==> config.mk <==
export PLATFORM = sky130hd
export DESIGN_NAME = g2e_queue
export DESIGN_NICKNAME = d
export VERILOG_FILES = /design/src/geodetic_to_ecef_macros.svh /design/src/g2e_pkg.sv /design/src/g2e_queue.sv
export SDC_FILE = /design/constraint.sdc
export NUM_CORES = 1
export LEC_CHECK = 0
export ABC_AREA = 0
export BUFFER_PORTS_ARGS = -buffer_cell sky130_fd_sc_hd__buf_2
export CAP_MARGIN = 10
export CORE_AREA = 2 2 259 261
export DETAILED_ROUTE_END_ITERATION = 16
export DIE_AREA = 0 0 261 263
export GPL_TIMING_DRIVEN = 0
export PLACE_DENSITY = 0.52
export SETUP_SLACK_MARGIN = 0.3
export SYNTH_ARGS = -nofsm -noshare
export SYNTH_HDL_FRONTEND = slang
export SYNTH_SLANG_ARGS = --single-unit
export TNS_END_PERCENT = 5
==> constraint.sdc <==
create_clock -name clk -period 5.1 [get_ports clk]
set_input_delay 0.255 -clock clk [delete_from_list [all_inputs] [get_ports clk]]
set_output_delay 0.255 -clock clk [all_outputs]
set_load 0.01 [all_outputs]
==> src/geodetic_to_ecef_macros.svh <==
// ----------------------------------------------------------------------------
// geodetic_to_ecef_macros.svh
// Assertion helpers for the geodetic to ECEF converter.
// ----------------------------------------------------------------------------
`ifndef GEODETIC_TO_ECEF_MACROS_SVH
`define GEODETIC_TO_ECEF_MACROS_SVH

// Same-cycle implication, checked outside reset
`define G2E_CHECK(label, ante, cons, msg) \
  label: assert property (@(posedge clk) disable iff (rst) (ante) |-> (cons)) \
    else $error(msg);

// Next-cycle implication, checked outside reset
`define G2E_CHECK_NEXT(label, ante, cons, msg) \
  label: assert property (@(posedge clk) disable iff (rst) (ante) |=> (cons)) \
    else $error(msg);

// Condition that must hold in the cycle after reset is seen
`define G2E_CHECK_RESET(label, cons, msg) \
  label: assert property (@(posedge clk) rst |=> (cons)) \
    else $error(msg);

`endif

==> src/g2e_pkg.sv <==
// ----------------------------------------------------------------------------
// g2e_pkg
// Shared types, constants and helpers of the geodetic to ECEF converter.
// ----------------------------------------------------------------------------
package g2e_pkg;

  // Field widths
  localparam int LAT_W    = 31;
  localparam int LON_W    = 32;
  localparam int ALT_W    = 28;
  localparam int OUT_W    = 34;
  localparam int RADIUS_W = 33;
  localparam int ECC_W    = 37;
  localparam int ECC_FRAC = 40;
  localparam int CFG_W    = 37;
  localparam int CFG_IDX_W = 1;
  localparam int MAG_W    = 32;

  // Fixed-point format: Q60 fractions, Q20 millimetres
  localparam int QBITS     = 60;
  localparam int LEN_FRAC  = 20;
  localparam int ANGLE_FRACTION_BITS_DEF = 29;

  // Pipeline shape
  localparam int RED_BITS_PER_STAGE = 4;
  localparam int TAYLOR_TERMS = 25;
  localparam int NEWTON_STEPS = 6;
  localparam int FIFO_DEPTH   = 4;

  typedef logic [63:0] q60_t;

  localparam q60_t ONE_Q60   = 64'h1000_0000_0000_0000;
  localparam q60_t THREE_Q60 = 64'h3000_0000_0000_0000;
  localparam q60_t TWO_PI_Q60 = 64'h6487_ED51_10B4_611A;
  localparam logic signed [63:0] PI_Q60      = 64'sh3243_F6A8_885A_308D;
  localparam logic signed [63:0] HALF_PI_Q60 = 64'sh1921_FB54_442D_1846;
  localparam q60_t OUT_LIMIT_U = 64'd6500000000;
  localparam logic signed [OUT_W-1:0] OUT_LIMIT = 34'sd6500000000;

  localparam logic [RADIUS_W-1:0] RADIUS_RESET = 33'd6378137000;
  localparam logic [ECC_W-1:0]    ECC_RESET    = 37'd7360548647;

  typedef enum logic [CFG_IDX_W-1:0] {
    CFG_RADIUS = 1'b0,
    CFG_ECC    = 1'b1
  } cfg_index_t;

  // One angle after reduction and folding
  typedef struct packed {
    q60_t m;
    logic rneg;
    logic cneg;
  } angle_t;

  // Queue entry between front and back
  typedef struct packed {
    angle_t lat;
    angle_t lon;
    logic signed [ALT_W-1:0] alt;
  } point_t;

  // Series evaluation state
  typedef struct packed {
    q60_t lat_t, lat_s, lat_c;
    q60_t lon_t, lon_s, lon_c;
    angle_t lat;
    angle_t lon;
    logic signed [ALT_W-1:0] alt;
  } trig_t;

  // Radius and coordinate state
  typedef struct packed {
    q60_t sl, cl, so, co;
    q60_t w, y, n, p, pz, pcl, z;
    logic signed [ALT_W-1:0] alt;
  } geo_t;

  function automatic q60_t mag64(input q60_t v);
    return v[63] ? (64'd0 - v) : v;
  endfunction

  function automatic q60_t neg_if(input q60_t v, input logic n);
    return n ? (64'd0 - v) : v;
  endfunction

endpackage

==> src/g2e_queue.sv <==
// ----------------------------------------------------------------------------
// g2e_queue
// Small FIFO that decouples the angle front end from the arithmetic back end.
// ----------------------------------------------------------------------------
module g2e_queue #(
  parameter int DEPTH = g2e_pkg::FIFO_DEPTH
) (
  input  logic            clk,
  input  logic            rst,
  input  logic            push_valid,
  output logic            push_ready,
  input  g2e_pkg::point_t push_data,
  output logic            pop_valid,
  input  logic            pop_ready,
  output g2e_pkg::point_t pop_data
);
  import g2e_pkg::*;

  localparam int PW = (DEPTH > 1) ? $clog2(DEPTH) : 1;
  localparam int CW = $clog2(DEPTH + 1);

  point_t          mem [DEPTH];
  logic [PW-1:0]   wr_ptr, rd_ptr;
  logic [CW-1:0]   count;
  logic            push, pop;

  assign push_ready = (count != CW'(DEPTH));
  assign pop_valid  = (count != '0);
  assign push       = push_valid && push_ready;
  assign pop        = pop_valid && pop_ready;
  assign pop_data   = mem[rd_ptr];

  // Pointers and fill count
  always_ff @(posedge clk) begin
    if (rst) begin
      wr_ptr <= '0;
      rd_ptr <= '0;
      count  <= '0;
    end else begin
      if (push) wr_ptr <= (wr_ptr == PW'(DEPTH - 1)) ? '0 : wr_ptr + 1'b1;
      if (pop)  rd_ptr <= (rd_ptr == PW'(DEPTH - 1)) ? '0 : rd_ptr + 1'b1;
      count <= count + CW'(push) - CW'(pop);
    end
  end

  // Storage
  always_ff @(posedge clk) begin
    if (push) mem[wr_ptr] <= push_data;
  end

endmodule

---- Yosys cells after proc, flatten, opt, wreduce, memory -nomap -nowiden ----
Memories as Yosys holds them, arrays and structs flattened. A register that Yosys moved wholly into a read port is not among the register bits.
Cells that the tools add are included.
cells by class
  add/subtract/negate cells ............... 4
  equality and inequality tests ........... 3
  mux-type cells .......................... 6
  reduce and logical (&&, ||, !) cells .... 3
operators by type and width
  cell                   count
  $mux W2                4
  $add A2 B1 Y2 const B  2
  $eq A2 B2 Y1 const B   2
  $add A3 B1 Y3          1
  $ne A3 B3 Y1 const B   1
  $reduce_bool A3 Y1     1
  $sub A3 B1 Y3          1
  $logic_and A1 B1 Y1    2
  $mux W1                2
storage, ports and cells
  output and inout bits ................... 162
  memories ................................ 1
  input port bits ......................... 164
  word-level logic and storage cells ...... 20
  memory bits (writable) .................. 640
  register bits ........................... 7
memory list
  memory  depth  width  read ports  clocked after Yosys merged registers in  write ports  line             text
  mem     4      160    1           1                                        1            g2e_queue.sv:22  point_t mem [DEPTH];

---- Longest topological paths before layout ----
  word-level depth ........................ 4
  gate-level depth with buffers ........... 11
  gate-level depth less buffers ........... 10

---- Least setup slack after synthesis ----
No wires, ideal clock.
  path type ............................... register to register
  start ................................... register count[1]
  end ..................................... memory mem[0][0] (netlist name) (enable)
  path buffers ............................ 1
  data required time ...................... 4,559 ps
  stages on the path, launching flop included .. 4
  arrival ................................. 4,434 ps
  clock period less this slack ............ 4,974 ps
  path slack .............................. 126 ps
  path through ............................ dfxtp_1 or3b_1 clkbuf_2 and3_1
on the way
  word-level cells in the longest chain between the ends .. 4
ends and longest elaborated chain
  what                           line             text
  start: declaration             g2e_queue.sv:24  logic [CW-1:0] count;
  start signal: assignment       g2e_queue.sv:42  count <= count + CW'(push) - CW'(pop);
  $ne A3 B3 Y1                   g2e_queue.sv:27  assign push_ready = (count != CW'(DEPTH));
  named net push_ready           g2e_queue.sv:11  output logic push_ready,
  $logic_and A1 B1 Y1            g2e_queue.sv:29  assign push = push_valid && push_ready;
  $mux W1                        g2e_queue.sv:48  if (push) mem[wr_ptr] <= push_data;
  $mux W1 (not written as such)  g2e_queue.sv:48
  end: declaration               g2e_queue.sv:22
The timed path passes the listed nets, and every way through them passes these cells.

==> metrics <==
r2r setup slk roughly 2600 ps; DRC Markers 0; CP max FO 10; mapped cell area about 0.024 sq mm; final hold vios 0; clock latency on the worst-skew pair 600 ps; DRT Pass-1 Iters 4; CTS sink count ~650; min-delay worst type in2reg; Horiz. Die Dim 261 microns; nets 1,626; hpwl dp 30.8 mm; hold depth 3; syn nets 1,057; crit path DAT 2510 ps; final period utilization between 50% and 60%; final slew viol count 0; met2 WL 24.3 mm; antenna-violating nets left 0; clk slew on worst S/H paths 60 ps; status completed; core area 0.0656 sq mm; Worst Tran Pin Value 817 ps; wl on met1 20.7 mm; H-tree levels 3; Total Wirelength 49.9 mm; initial detailed-routing violation count roughly 640; GR Overflow Total 0; routed vias 11.2k; Critical Path End Type output port; post-DR vias/cell 4.73; Max VDD drop 0.267 mV; clock skew 26.4 ps; Die Y 263 microns; number of buffers on the longest clock path 3; max-capacitance violation count 0; Yosys warning count 0; Crit path required time just under 5000 ps; Pwr Density roughly 480 mW/mm^2; vias in the first global route 12.4k; met3 wire length 3.65 mm; Avg Inst Size Synth 26.6 sq um; CTS tree built; Yosys reg bits 649; largest net degree at the start of global routing 53; Root Buffer clkbuf_16; Tot GR Track Use between 10% and 20%; design area 0.0304 sq mm; initial core utilization 35.9%; R2R depth 11; Syn-to-layout area delta 29.2%; most frequent cells in the layout 640 x edfxtp_1, 343 x buf_2, 161 x dlygate4sd3_1; unrepaired setup endpoints after global routing no; Post-CTS Repair Setup Buffers 0; top routing layer used met5; Pleak 10.3 nW; GP Congestion 0.679; initial antenna violation count 7; FP Rows 94; endpoints failing setup 0; PortBufs 324; first-pass GRT wire length 75.7 mm; commonest non-fill, non-tap cell in the layout edfxtp_1; crit path time final 2760 ps; mean routed wirelength per cell roughly 21 microns; Setup CP Type reg2out; die area 0.0686 sq mm; share of layout cells above drive strength 1 roughly 42%; Ports 326; Hold Slack between 50 and 60 ps; Num CTS Buffers 70; sequential area share after synthesis 82.4%; Post-Syn Instances ~900; Slew Limit Headroom between 40% and 50%; Synth cell types 25; Finished Core Util a little under half; CP startpoint kind flop; fmax roughly 360 MHz; placed cell areas 0.0266 sq mm; post_cts resized 0
-- per-stage QoR --
step | std cells | power (mW) | setup slack [ps] | TNS [ps]
floorplan | 885 | 8.70 | 126 | 0
global placement | 2073 | 10.1 | -3540 | -1660010
detailed placement | 2085 | 10.0 | 2580 | 0
CTS | 2372 | 15.0 | 2170 | 0
global route | 2374 | 15.4 | 2150 | 0
finish | 2377 | 14.7 | 2340 | 0
-- cells in the mapped netlist, drive strengths merged --
cell | number | area [sq um]
nor2b | 1 | 6.26
or3 | 3 | 18.8
o21ai | 1 | 8.76
and3 | 4 | 25.0
nor2 | 3 | 11.3
nor3 | 1 | 5.00
nand2 | 2 | 7.51
buf | 30 | 219
dfxtp | 9 | 180
clkbuf | 8 | 31.3
or3b | 1 | 8.76
mux2i | 2 | 20.0
xor2 | 1 | 8.76
nand2b | 2 | 12.5
inv | 5 | 18.8
edfxtp | 640 | 19200
o31ai | 1 | 7.51
mux4 | 160 | 3600
a21oi | 1 | 5.00
a211o | 1 | 8.76
fa | 1 | 20.0
and2 | 1 | 6.26
ha | 7 | 87.6
-- power breakdown --
part	total [mW]	internal [mW]	switching, mW
registers	6.65	6.53	0.122
clock network	4.80	2.83	1.97
logic	3.26	1.53	1.73
total	14.7	10.9	3.83
-- routing by layer --
| metal | track usage (%) | vias to the layer above |
|---|---|---|
| met5 | 0 | - |
| met4 | 4.93 | 6 |
| met3 | 4.75 | 91 |
| met2 | 23.6 | 307 |
| met1 | 19.0 | 5837 |
| li1 | - | 4995 |
-- kinds of logic (layout without fill, tap and decap cells) --
| kind of cell | count (synthesis) | after routing | share of synthesized area (%) |
|---|---|---|---|
| AOI/OAI and AO/OA | 4 | 4 | 0.128 |
| xor gates and xnor gates | 1 | 1 | 0.0372 |
| adders and majority gates | 8 | 8 | 0.457 |
| buffers and inverters | 43 | 666 | 1.14 |
| DFF | 649 | 649 | 82.4 |
| muxes | 162 | 162 | 15.4 |
| other | 0 | 5 | 0 |
| and+or+nand+nor | 18 | 18 | 0.431 |
-- what timing repair did --
| item | in CTS | in global routing |
|---|---|---|
| hold buffers | 161 | 0 |
| setup endpoints to repair | 0 | 0 |
| hold endpoints to repair | 642 | 0 |
-- flip-flops by register name, summed over array words and instances (netlist names), named ones only --
name,flops
mem,640
wr_ptr,2
rd_ptr,2
count,3
-- area by class of cell --
cell class              count  area, sq um
inverters                   5         18.8
repair buffers            497         3560
well taps                 864         1080
multi-input cells         193         3890
clock inverters            31          256
diodes                      5         12.5
clock buffers              95         1940
flip-flops and latches    649        19400
plain buffers              38          250
fillers                  5553        35200
-- path summary, 6_finish.rpt --
check             startpoint       endpoint
setup / recovery        flop  pop_data[105]
hold / removal    push_valid      wr_ptr[0]
setup reg to reg    count[1]       count[2]
hold reg to reg    rd_ptr[0]      rd_ptr[0]
-- critical path, stage by stage (launching register included) --
cell	delay (ps)
dfxtp_1	300
buf_2	250
buf_2	380
buf_2	400
mux4_2	370
buf_2	180
Note: power is estimated with default switching activity, not from simulation.
